[src/hw/rtl/cda_pkg.sv]
`timescale 1ns / 1ps
`default_nettype none
package cda_pkg;
  localparam int unsigned QW = 24;
  localparam int unsigned SEQ_W = 32;
  localparam int unsigned VB_W = 3;
  localparam int unsigned FLOOR_W = 23;
  localparam int unsigned CONF_W = 4;
  localparam int unsigned PROD_W = 2 * QW;
  localparam int unsigned DIV_STEPS = PROD_W;
  localparam int unsigned CNT_W = $clog2(DIV_STEPS);
  localparam int unsigned DATA_W = 32;
  localparam int unsigned ADDR_W = 3;

  localparam int unsigned VB_BREATH = 0;
  localparam int unsigned VB_LEAK = 1;
  localparam int unsigned VB_DISC = 2;

  localparam logic signed [QW-1:0] LEAK_LIMIT = 24'sd12800;
  localparam logic signed [QW-1:0] VOLUME_MIN = 24'sd12800;
  localparam logic signed [QW:0] CORR_MAX = 25'sd768;
  localparam logic [9:0] THR_AFTER_HIT = 10'd200;
  localparam logic [9:0] THR_FIRST = 10'd450;
  localparam logic [FLOOR_W-1:0] FLOOR_RESET = 23'd26;
  localparam logic [CONF_W-1:0] CONF_RESET = 4'd3;

  typedef enum logic {
    REG_FLOOR = 1'b0,
    REG_CONFIRM = 1'b1
  } reg_idx_t;

  typedef struct packed {
    logic monitoring_ok;
    logic circuit_restored;
    logic [VB_W-1:0] valid_bits;
    logic [SEQ_W-1:0] breath_sequence;
    logic signed [QW-1:0] leak_coefficient;
    logic signed [QW-1:0] machine_insp_volume;
    logic signed [QW-1:0] patient_peak_flow;
    logic signed [QW-1:0] patient_peak_pressure;
    logic signed [QW-1:0] end_insp_flow;
    logic signed [QW-1:0] signed_insp_volume;
    logic signed [QW-1:0] patient_exp_volume;
  } item_t;

  typedef struct packed {
    logic load;
    logic mul;
    logic div_step;
    logic floor;
    logic commit;
  } cmd_t;

  typedef struct packed {
    logic out_busy;
  } sts_t;
endpackage
`default_nettype wire

[src/hw/rtl/cda_if.sv]
`timescale 1ns / 1ps
`default_nettype none
interface cda_in_if;
  logic valid;
  logic ready;
  logic monitoring_ok;
  logic circuit_restored;
  logic [2:0] valid_bits;
  logic [31:0] breath_sequence;
  logic signed [23:0] leak_coefficient;
  logic signed [23:0] machine_insp_volume;
  logic signed [23:0] patient_peak_flow;
  logic signed [23:0] patient_peak_pressure;
  logic signed [23:0] end_insp_flow;
  logic signed [23:0] signed_insp_volume;
  logic signed [23:0] patient_exp_volume;
  modport source(output valid, monitoring_ok, circuit_restored, valid_bits, breath_sequence,
    leak_coefficient, machine_insp_volume, patient_peak_flow, patient_peak_pressure,
    end_insp_flow, signed_insp_volume, patient_exp_volume, input ready);
  modport sink(input valid, monitoring_ok, circuit_restored, valid_bits, breath_sequence,
    leak_coefficient, machine_insp_volume, patient_peak_flow, patient_peak_pressure,
    end_insp_flow, signed_insp_volume, patient_exp_volume, output ready);
endinterface

interface cda_out_if;
  logic valid;
  logic ready;
  logic alarm_active;
  modport source(output valid, alarm_active, input ready);
  modport sink(input valid, alarm_active, output ready);
endinterface
`default_nettype wire

[src/hw/rtl/cda_ctrl.sv]
`timescale 1ns / 1ps
`default_nettype none
module cda_ctrl (
  input  logic            clk,
  input  logic            rst,
  input  logic            in_valid,
  output logic            in_ready,
  input  cda_pkg::sts_t   sts,
  output cda_pkg::cmd_t   cmd
);
  typedef enum logic [2:0] {
    S_IDLE,
    S_MUL,
    S_DIV,
    S_FLOOR,
    S_COMMIT
  } state_t;

  state_t state;
  logic [cda_pkg::CNT_W-1:0] count;

  localparam logic [cda_pkg::CNT_W-1:0] LastStep = cda_pkg::CNT_W'(cda_pkg::DIV_STEPS - 1);

  always_ff @(posedge clk) begin
    if (rst) begin
      state <= S_IDLE;
      count <= '0;
    end else begin
      case (state)
        S_IDLE: begin
          if (in_valid) begin
            state <= S_MUL;
          end
        end
        S_MUL: begin
          count <= '0;
          state <= S_DIV;
        end
        S_DIV: begin
          count <= count + 1'b1;
          if (count == LastStep) begin
            state <= S_FLOOR;
          end
        end
        S_FLOOR: begin
          state <= S_COMMIT;
        end
        S_COMMIT: begin
          if (!sts.out_busy) begin
            state <= S_IDLE;
          end
        end
        default: begin
          state <= S_IDLE;
        end
      endcase
    end
  end

  always_comb begin
    in_ready = (state == S_IDLE);
    cmd.load = in_ready && in_valid;
    cmd.mul = (state == S_MUL);
    cmd.div_step = (state == S_DIV);
    cmd.floor = (state == S_FLOOR);
    cmd.commit = (state == S_COMMIT) && !sts.out_busy;
  end
endmodule
`default_nettype wire

[src/hw/rtl/cda_dp.sv]
`timescale 1ns / 1ps
`default_nettype none
module cda_dp (
  input  logic                           clk,
  input  logic                           rst,
  input  cda_pkg::cmd_t                  cmd,
  output cda_pkg::sts_t                  sts,
  input  cda_pkg::item_t                 item,
  input  logic [cda_pkg::FLOOR_W-1:0]    pressure_floor,
  input  logic [cda_pkg::CONF_W-1:0]     leak_confirm_breaths,
  input  logic                           out_ready,
  output logic                           out_valid,
  output logic                           alarm_active
);
  localparam int unsigned QW = cda_pkg::QW;
  localparam int unsigned PW = cda_pkg::PROD_W;

  cda_pkg::item_t it;
  logic prod_neg;
  logic [PW-1:0] dvd;
  logic [QW-1:0] rem;
  logic signed [QW:0] p_reg;

  logic [cda_pkg::SEQ_W-1:0] last_sequence;
  logic sequence_seen;
  logic [cda_pkg::CONF_W-1:0] leak_run;
  logic prior_breath_detected;
  logic alarm_latch;

  logic signed [PW-1:0] prod;
  logic [QW:0] trial;
  logic [QW:0] trial_diff;
  logic trial_ge;
  logic signed [QW:0] corr;
  logic signed [QW:0] corr_c;
  logic signed [QW+1:0] diff;
  logic signed [QW:0] p_sat;
  logic signed [QW:0] p_fl;

  always_comb begin
    prod = it.end_insp_flow * it.patient_peak_pressure;
    trial = {rem, dvd[PW-1]};
    trial_diff = trial - {1'b0, it.patient_peak_flow};
    trial_ge = trial >= {1'b0, it.patient_peak_flow};
    corr = prod_neg ? -$signed({1'b0, dvd[QW-1:0]}) : $signed({1'b0, dvd[QW-1:0]});
    corr_c = (corr > cda_pkg::CORR_MAX) ? cda_pkg::CORR_MAX : corr;
    diff = (QW+2)'(it.patient_peak_pressure) - (QW+2)'(corr_c);
    if (diff > (QW+2)'(signed'(24'sh7FFFFF))) begin
      p_sat = 25'sh7FFFFF;
    end else if (diff < (QW+2)'(signed'(24'sh800000))) begin
      p_sat = -25'sh800000;
    end else begin
      p_sat = diff[QW:0];
    end
    p_fl = (p_sat < $signed({2'b00, pressure_floor})) ? $signed({2'b00, pressure_floor}) : p_sat;
  end

  logic gap;
  logic prior_base;
  logic [cda_pkg::CONF_W-1:0] run_base;
  logic [cda_pkg::CONF_W-1:0] run_new;
  logic leak_hi;
  logic [9:0] thr;
  logic signed [QW+10:0] thr_p;
  logic res_ok;
  logic imp;
  logic det;
  logic latch_new;

  always_comb begin
    gap = sequence_seen && ((it.breath_sequence - last_sequence) != 32'd1);
    prior_base = gap ? 1'b0 : prior_breath_detected;
    run_base = gap ? '0 : leak_run;
    leak_hi = it.valid_bits[cda_pkg::VB_LEAK] && (it.leak_coefficient > cda_pkg::LEAK_LIMIT);
    if (!leak_hi) begin
      run_new = '0;
    end else if (run_base < leak_confirm_breaths) begin
      run_new = run_base + 1'b1;
    end else begin
      run_new = run_base;
    end
    thr = prior_base ? cda_pkg::THR_AFTER_HIT : cda_pkg::THR_FIRST;
    thr_p = $signed({1'b0, thr}) * p_reg;
    res_ok = (it.patient_peak_pressure > 0) &&
      (($signed(31'(it.patient_peak_pressure)) * 31'sd60) <
       ($signed(31'(it.patient_peak_flow)) * 31'sd10));
    imp = it.valid_bits[cda_pkg::VB_DISC] && (it.machine_insp_volume > cda_pkg::VOLUME_MIN) &&
      (it.patient_peak_flow > 0) && res_ok;
    det = imp && ((QW+11)'(it.signed_insp_volume) > thr_p) &&
      ((($signed(27'(it.patient_exp_volume))) <<< 3) < 27'(it.machine_insp_volume)) &&
      (((26'(it.signed_insp_volume) - 26'(it.machine_insp_volume)) <<< 1) <
       26'(it.machine_insp_volume));
    latch_new = (det && prior_base) || (run_new >= leak_confirm_breaths);
    sts.out_busy = out_valid;
  end

  always_ff @(posedge clk) begin
    if (cmd.load) begin
      it <= item;
    end
    if (cmd.mul) begin
      prod_neg <= prod[PW-1];
      dvd <= prod[PW-1] ? PW'(-prod) : PW'(prod);
      rem <= '0;
    end
    if (cmd.div_step) begin
      rem <= trial_ge ? trial_diff[QW-1:0] : trial[QW-1:0];
      dvd <= {dvd[PW-2:0], trial_ge};
    end
    if (cmd.floor) begin
      p_reg <= p_fl;
    end
    if (cmd.commit) begin
      alarm_active <= 1'b0;
      if (it.monitoring_ok && !it.circuit_restored) begin
        alarm_active <= alarm_latch;
      end
      if (it.monitoring_ok && !it.circuit_restored && !alarm_latch &&
          it.valid_bits[cda_pkg::VB_BREATH] &&
          !(sequence_seen && last_sequence == it.breath_sequence)) begin
        alarm_active <= latch_new;
      end
    end
  end

  always_ff @(posedge clk) begin
    if (rst) begin
      out_valid <= 1'b0;
      last_sequence <= '0;
      sequence_seen <= 1'b0;
      leak_run <= '0;
      prior_breath_detected <= 1'b0;
      alarm_latch <= 1'b0;
    end else begin
      if (out_valid && out_ready) begin
        out_valid <= 1'b0;
      end
      if (cmd.commit) begin
        out_valid <= 1'b1;
        if (!it.monitoring_ok || it.circuit_restored) begin
          last_sequence <= it.monitoring_ok ? it.breath_sequence : '0;
          sequence_seen <= it.monitoring_ok;
          leak_run <= '0;
          prior_breath_detected <= 1'b0;
          alarm_latch <= 1'b0;
        end else if (!alarm_latch && it.valid_bits[cda_pkg::VB_BREATH] &&
                     !(sequence_seen && last_sequence == it.breath_sequence)) begin
          last_sequence <= it.breath_sequence;
          sequence_seen <= 1'b1;
          leak_run <= run_new;
          prior_breath_detected <= det;
          alarm_latch <= latch_new;
        end
      end
    end
  end
endmodule
`default_nettype wire

[src/hw/rtl/circuit_disconnect_alarm.sv]
`timescale 1ns / 1ps
`default_nettype none
// Latched patient-circuit disconnect alarm. Each input beat is one breath-monitor snapshot and
// yields exactly one output beat carrying the alarm state after that snapshot. An item
// goes through a multiply step, the bit-serial divider that forms the flow correction, a step
// for the corrected pressure and one for the compliance compare and state update; the last
// step waits while the previous result is in the output register. Items are processed one
// at a time; a finished result waits in the output register while the next item is accepted.
// Registers are pressure_floor at byte address 0 and leak_confirm_breaths at byte address 4;
// the user must write them only while the block is idle; the block does not enforce this.
module circuit_disconnect_alarm (
  input  logic                          clk,
  input  logic                          rst,
  cda_in_if.sink                        in_ch,
  cda_out_if.source                     out_ch,
  input  logic                          psel,
  input  logic                          penable,
  input  logic                          pwrite,
  input  logic [cda_pkg::ADDR_W-1:0]    paddr,
  input  logic [cda_pkg::DATA_W-1:0]    pwdata,
  output logic [cda_pkg::DATA_W-1:0]    prdata,
  output logic                          pready
);
  logic [cda_pkg::FLOOR_W-1:0] pressure_floor;
  logic [cda_pkg::CONF_W-1:0] leak_confirm_breaths;
  cda_pkg::reg_idx_t reg_idx;
  cda_pkg::cmd_t cmd;
  cda_pkg::sts_t sts;
  cda_pkg::item_t item;
  logic in_ready;
  logic out_valid;
  logic alarm_active;

  assign pready = 1'b1;
  assign reg_idx = cda_pkg::reg_idx_t'(paddr[2]);

  always_ff @(posedge clk) begin
    if (rst) begin
      pressure_floor <= cda_pkg::FLOOR_RESET;
      leak_confirm_breaths <= cda_pkg::CONF_RESET;
    end else if (psel && penable && pwrite && pready) begin
      case (reg_idx)
        cda_pkg::REG_FLOOR: pressure_floor <= pwdata[cda_pkg::FLOOR_W-1:0];
        cda_pkg::REG_CONFIRM: leak_confirm_breaths <= pwdata[cda_pkg::CONF_W-1:0];
        default: ;
      endcase
    end
  end

  always_comb begin
    prdata = '0;
    if (paddr[1:0] == 2'b00) begin
      case (reg_idx)
        cda_pkg::REG_FLOOR: prdata = cda_pkg::DATA_W'(pressure_floor);
        cda_pkg::REG_CONFIRM: prdata = cda_pkg::DATA_W'(leak_confirm_breaths);
        default: prdata = '0;
      endcase
    end
  end

  always_comb begin
    item.monitoring_ok = in_ch.monitoring_ok;
    item.circuit_restored = in_ch.circuit_restored;
    item.valid_bits = in_ch.valid_bits;
    item.breath_sequence = in_ch.breath_sequence;
    item.leak_coefficient = in_ch.leak_coefficient;
    item.machine_insp_volume = in_ch.machine_insp_volume;
    item.patient_peak_flow = in_ch.patient_peak_flow;
    item.patient_peak_pressure = in_ch.patient_peak_pressure;
    item.end_insp_flow = in_ch.end_insp_flow;
    item.signed_insp_volume = in_ch.signed_insp_volume;
    item.patient_exp_volume = in_ch.patient_exp_volume;
  end

  assign in_ch.ready = in_ready;
  assign out_ch.valid = out_valid;
  assign out_ch.alarm_active = alarm_active;

  cda_ctrl u_ctrl (
    .clk      (clk),
    .rst      (rst),
    .in_valid (in_ch.valid),
    .in_ready (in_ready),
    .sts      (sts),
    .cmd      (cmd)
  );

  cda_dp u_dp (
    .clk                  (clk),
    .rst                  (rst),
    .cmd                  (cmd),
    .sts                  (sts),
    .item                 (item),
    .pressure_floor       (pressure_floor),
    .leak_confirm_breaths (leak_confirm_breaths),
    .out_ready            (out_ch.ready),
    .out_valid            (out_valid),
    .alarm_active         (alarm_active)
  );
endmodule
`default_nettype wire

[src/flat_wrapper.sv]
// flat-port wrapper written by rule: the top's interface ports become plain ports
module circuit_disconnect_alarm_flat 
  (clk, rst, psel, penable, pwrite, paddr, pwdata, prdata, pready, in_ch_valid, in_ch_monitoring_ok, in_ch_circuit_restored, in_ch_valid_bits, in_ch_breath_sequence, in_ch_leak_coefficient, in_ch_machine_insp_volume, in_ch_patient_peak_flow, in_ch_patient_peak_pressure, in_ch_end_insp_flow, in_ch_signed_insp_volume, in_ch_patient_exp_volume, in_ch_ready, out_ch_valid, out_ch_alarm_active, out_ch_ready);
  cda_in_if in_ch_i ();
  cda_out_if out_ch_i ();
  input  logic clk;
  input  logic rst;
  input  logic psel;
  input  logic penable;
  input  logic pwrite;
  input  logic [cda_pkg::ADDR_W-1:0] paddr;
  input  logic [cda_pkg::DATA_W-1:0] pwdata;
  output logic [cda_pkg::DATA_W-1:0] prdata;
  output logic pready;
  input wire logic [$bits(in_ch_i.valid)-1:0] in_ch_valid;
  input wire logic [$bits(in_ch_i.monitoring_ok)-1:0] in_ch_monitoring_ok;
  input wire logic [$bits(in_ch_i.circuit_restored)-1:0] in_ch_circuit_restored;
  input wire logic [$bits(in_ch_i.valid_bits)-1:0] in_ch_valid_bits;
  input wire logic [$bits(in_ch_i.breath_sequence)-1:0] in_ch_breath_sequence;
  input wire logic [$bits(in_ch_i.leak_coefficient)-1:0] in_ch_leak_coefficient;
  input wire logic [$bits(in_ch_i.machine_insp_volume)-1:0] in_ch_machine_insp_volume;
  input wire logic [$bits(in_ch_i.patient_peak_flow)-1:0] in_ch_patient_peak_flow;
  input wire logic [$bits(in_ch_i.patient_peak_pressure)-1:0] in_ch_patient_peak_pressure;
  input wire logic [$bits(in_ch_i.end_insp_flow)-1:0] in_ch_end_insp_flow;
  input wire logic [$bits(in_ch_i.signed_insp_volume)-1:0] in_ch_signed_insp_volume;
  input wire logic [$bits(in_ch_i.patient_exp_volume)-1:0] in_ch_patient_exp_volume;
  output wire logic [$bits(in_ch_i.ready)-1:0] in_ch_ready;
  output wire logic [$bits(out_ch_i.valid)-1:0] out_ch_valid;
  output wire logic [$bits(out_ch_i.alarm_active)-1:0] out_ch_alarm_active;
  input wire logic [$bits(out_ch_i.ready)-1:0] out_ch_ready;
  assign in_ch_i.valid = in_ch_valid;
  assign in_ch_i.monitoring_ok = in_ch_monitoring_ok;
  assign in_ch_i.circuit_restored = in_ch_circuit_restored;
  assign in_ch_i.valid_bits = in_ch_valid_bits;
  assign in_ch_i.breath_sequence = in_ch_breath_sequence;
  assign in_ch_i.leak_coefficient = in_ch_leak_coefficient;
  assign in_ch_i.machine_insp_volume = in_ch_machine_insp_volume;
  assign in_ch_i.patient_peak_flow = in_ch_patient_peak_flow;
  assign in_ch_i.patient_peak_pressure = in_ch_patient_peak_pressure;
  assign in_ch_i.end_insp_flow = in_ch_end_insp_flow;
  assign in_ch_i.signed_insp_volume = in_ch_signed_insp_volume;
  assign in_ch_i.patient_exp_volume = in_ch_patient_exp_volume;
  assign in_ch_ready = in_ch_i.ready;
  assign out_ch_valid = out_ch_i.valid;
  assign out_ch_alarm_active = out_ch_i.alarm_active;
  assign out_ch_i.ready = out_ch_ready;
  circuit_disconnect_alarm u_core (.clk(clk), .rst(rst), .in_ch(in_ch_i), .out_ch(out_ch_i), .psel(psel), .penable(penable), .pwrite(pwrite), .paddr(paddr), .pwdata(pwdata), .prdata(prdata), .pready(pready));
endmodule
[config.mk]
export PLATFORM = sky130hd
export DESIGN_NAME = circuit_disconnect_alarm_flat
export DESIGN_NICKNAME = d
export VERILOG_FILES = /design/src/hw/rtl/cda_pkg.sv /design/src/hw/rtl/cda_if.sv /design/src/hw/rtl/cda_ctrl.sv /design/src/hw/rtl/cda_dp.sv /design/src/hw/rtl/circuit_disconnect_alarm.sv /design/src/flat_wrapper.sv
export SDC_FILE = /design/constraint.sdc
export NUM_CORES = 2
export LEC_CHECK = 0
export BUFFER_PORTS_ARGS = -buffer_cell sky130_fd_sc_hd__buf_2
export CELL_PAD_IN_SITES_DETAIL_PLACEMENT = 2
export CELL_PAD_IN_SITES_GLOBAL_PLACEMENT = 2
export CORE_MARGIN = 2
export CORE_UTILIZATION = 44
export CTS_CLUSTER_SIZE = 8
export DETAILED_ROUTE_END_ITERATION = 8
export PLACE_DENSITY_LB_ADDON = 0.1
export SYNTH_ARGS = -nofsm -noshare
export SYNTH_HDL_FRONTEND = slang
export SYNTH_HIERARCHICAL = 1
export SYNTH_SLANG_ARGS = --single-unit
[constraint.sdc]
create_clock -name clk -period 28.5 [get_ports clk]
set_input_delay 1.425 -clock clk [delete_from_list [all_inputs] [get_ports clk]]
set_output_delay 1.425 -clock clk [all_outputs]
set_load 0.02 [all_outputs]
==> impl_metrics.yaml <==
finish:
  final_core_util: 0.483
  finalInstanceArea_sq_mm: 0.0598
  final_cell_mix: "inv_1, fa_1, nand2_1, ha_1, edfxtp_1"
  syn2layout_area_growth_pct: 8.83
  drive_above_1_share: 0.0778
  nets: 7626
  seq_area_sq_mm: 0.0107
  fillers: 13400
  multi_input_area_sq_mm: 0.0398
  largest_reg_flops: 205
  largest_register: "u_core/u_dp/it"
  finalNonFillerCells: 7733
  top_regs: "u_core/u_dp/it: 205 flops, u_core/u_dp/dvd: 48 flops, u_core/u_dp/last_sequence: 32 flops"
  final_common_cell: "inv_1"
setup_path:
  path_max_fanout: 23
  critPathArrivalTime_ns: 12.60
  slowest_delay_ns: 0.98
  path_class: "reg2reg"
  crit_path_end_kind: "flop"
  rr_worst_depth: 42
  cp_top_family: "simple AND/OR/NAND/NOR gates"
  crit_cells: 42
  crit_path_start_kind: "flop"
  worst_path_most_repeated_cell: "ha_1"
  path_buf_inv: 3
  crit_path_top_delay_cell: "nor2b_2"
  critPathRequiredTime_ns: 29.10
logic_synthesis:
  synth_area_sq_mm: 0.0549
  synthArstFlopShare: 0
  synth_ff_type: "edfxtp_1"
  synth_cell_type_count: 103
  syn_avg_cell_area_sq_um: 9.38
  ys_ff_latch: 380
  yosys_warnings: 6
  synth_edf_count: 304
  syn_inst: 5853
  seq_area_frac_synth: 0.194
place:
  io_buffers: 263
  placedInstanceArea_sq_mm: 0.0579
  dp_hpwl_mm: 146
  gp_congestion: 0.856
  dp_cells: 7622
sta:
  setup-tns-final_ns: 0
  fin_skew_ns: 0.0333
  final_hold_viol_count: 0
  final.min_clock_period_ns: 11.99
  drv_slew: 0
  setup_viol: 0
  clock.fmax_mhz: 83.4
  tightestPinTransition_ns: 1.29
  period_share: 0.421
  slew_headroom: 0.143
  rsz0062_at_grt: "false"
clocking:
  worstSkewPairLatency_ns: 0.69
  cts_tree: "yes"
  cts_setup_buffers: 0
  holdBufCountCts: 0
  htreeDepth: 2
  clk_pin_slew_ns: 0.06
  cts_inserted_buffers: 58
  cts_resized: 0
  clock_path_buffers: 3
  cts-root-buf: "clkbuf_16"
  clock-sinks: 380
global_routing:
  grt-ovfl-total: 0
  grt_pass1_vias: 50900
  grt_pass1_wl_mm: 292
  antenna_found_initial: 7
  grt_max_degree: 96
  track_usage: 0.293
floorplan:
  die_w_um: 357
  die_area_sq_mm: 0.128
  ios: 283
  fp.dieH_um: 357
  initial_core_util: 0.444
  core-area_sq_mm: 0.124
  rows: 129
job:
  maxCapViolCount: 0
route:
  vias_per_cell: 5.60
  first_pass_iters: 9
  antenna_left: 0
  wl_per_cell_um: 23.9
  drt-total-wl_mm: 185
  drtIter0Drc: 2091
  drc: 42
  vias: 43300
hold_path:
  holdPathStages: 2
  hold_class: "reg2reg"
status:
  outcome: "finished with violations"
  violations: "DRC"
## tightest hold or removal path: stages, from the launching register on
cell     delay (ns)
dfxtp_1        0.31
nand2_1        0.05
a21oi_1        0.05
## per-stage QoR
step | worst slack, ns | hold WS (ns)
2_1_floorplan | 19.10 | 0.432
3_3_place_gp | 17.11 | 0.438
3_5_place_dp | 16.72 | 0.452
4_1_cts | 16.60 | 0.459
5_1_grt | 15.72 | 0.484
6_report | 16.51 | 0.458
## area by class of cell
| cell class | instances | area share |
|---|---|---|
| repair buffers | 321 | 0.0293 |
| well taps | 1637 | 0.0343 |
| clock inverters | 9 | 0.00293 |
| diodes | 5 | 0.000209 |
| inverters | 964 | 0.0605 |
| clock buffers | 97 | 0.0281 |
| flip-flops and latches | 380 | 0.178 |
| multi-input cells | 4320 | 0.666 |
## layer usage
metal	global-route usage	vias to the layer above	wire length [um]
met5	0	-	14
met4	0.0859	2	5410
met3	0.0246	277	5590
met2	0.550	714	98000
met1	0.356	22700	76000
li1	-	19600	-
## Yosys cell counts (9+ instances only)
cell,number,share of area
or4_1,10,0.0014
buf_4,16,0.0022
nand4_1,58,0.0066
buf_2,11,0.0010
a21o_1,105,0.014
nor2b_1,48,0.0055
a21oi_1,281,0.026
and3_1,21,0.0024
nand2b_1,118,0.013
o21a_1,47,0.0064
o31ai_1,15,0.0021
or2_2,18,0.0021
mux2_2,18,0.0037
mux2i_1,64,0.012
dfxtp_1,76,0.028
a41oi_1,9,0.0014
nor2_1,194,0.013
nor4_1,25,0.0028
o21bai_1,22,0.0030
o2111ai_1,14,0.0022
clkbuf_1,181,0.012
ha_1,603,0.14
nor3_1,79,0.0072
nand2_1,675,0.046
edfxtp_1,304,0.17
a211oi_1,22,0.0030
a21boi_0,10,0.0014
fa_1,731,0.27
nand3_1,87,0.0079
o21ai_0,197,0.018
inv_1,963,0.066
a211o_1,9,0.0014
o21ai_1,16,0.0015
or3_1,37,0.0042
a31oi_1,29,0.0033
o211ai_1,27,0.0037
a221o_1,10,0.0018
and2_1,257,0.029
xnor2_1,165,0.026
xor2_1,96,0.015
## path summary, 6_finish.rpt
kind | start | endpoint | slack, ns
min | u_core/u_dp/last_sequence[6]$_SDFFE_PP0P_ | u_core/u_dp/last_sequence[6]$_SDFFE_PP0P_ | 0.46
max reg2reg | u_core/u_dp/it[168]$_DFFE_PP_ | u_core/u_dp/prior_breath_detected$_SDFFE_PP0P_ | 16.51
max | u_core/u_dp/it[168]$_DFFE_PP_ | u_core/u_dp/prior_breath_detected$_SDFFE_PP0P_ | 16.51
min reg2reg | u_core/u_dp/last_sequence[6]$_SDFFE_PP0P_ | u_core/u_dp/last_sequence[6]$_SDFFE_PP0P_ | 0.46
## logic make-up (layout without fill, tap and decap cells)
| group | after synthesis | after routing | share of synthesized area |
|---|---|---|---|
| and+or+nand+nor | 1682 | 1682 | 0.152 |
| adders and majority gates | 1334 | 1334 | 0.404 |
| buffers and inverters | 1187 | 1391 | 0.0838 |
| AOI/OAI and AO/OA | 917 | 917 | 0.107 |
| DFF | 380 | 380 | 0.194 |
| xor gates and xnor gates | 261 | 261 | 0.0416 |
| muxes | 89 | 89 | 0.0169 |
| other | 3 | 42 | 0.000205 |
Power is not shown: default switching activity piles up to over one toggle a cycle in this logic, so the estimate is an artifact.
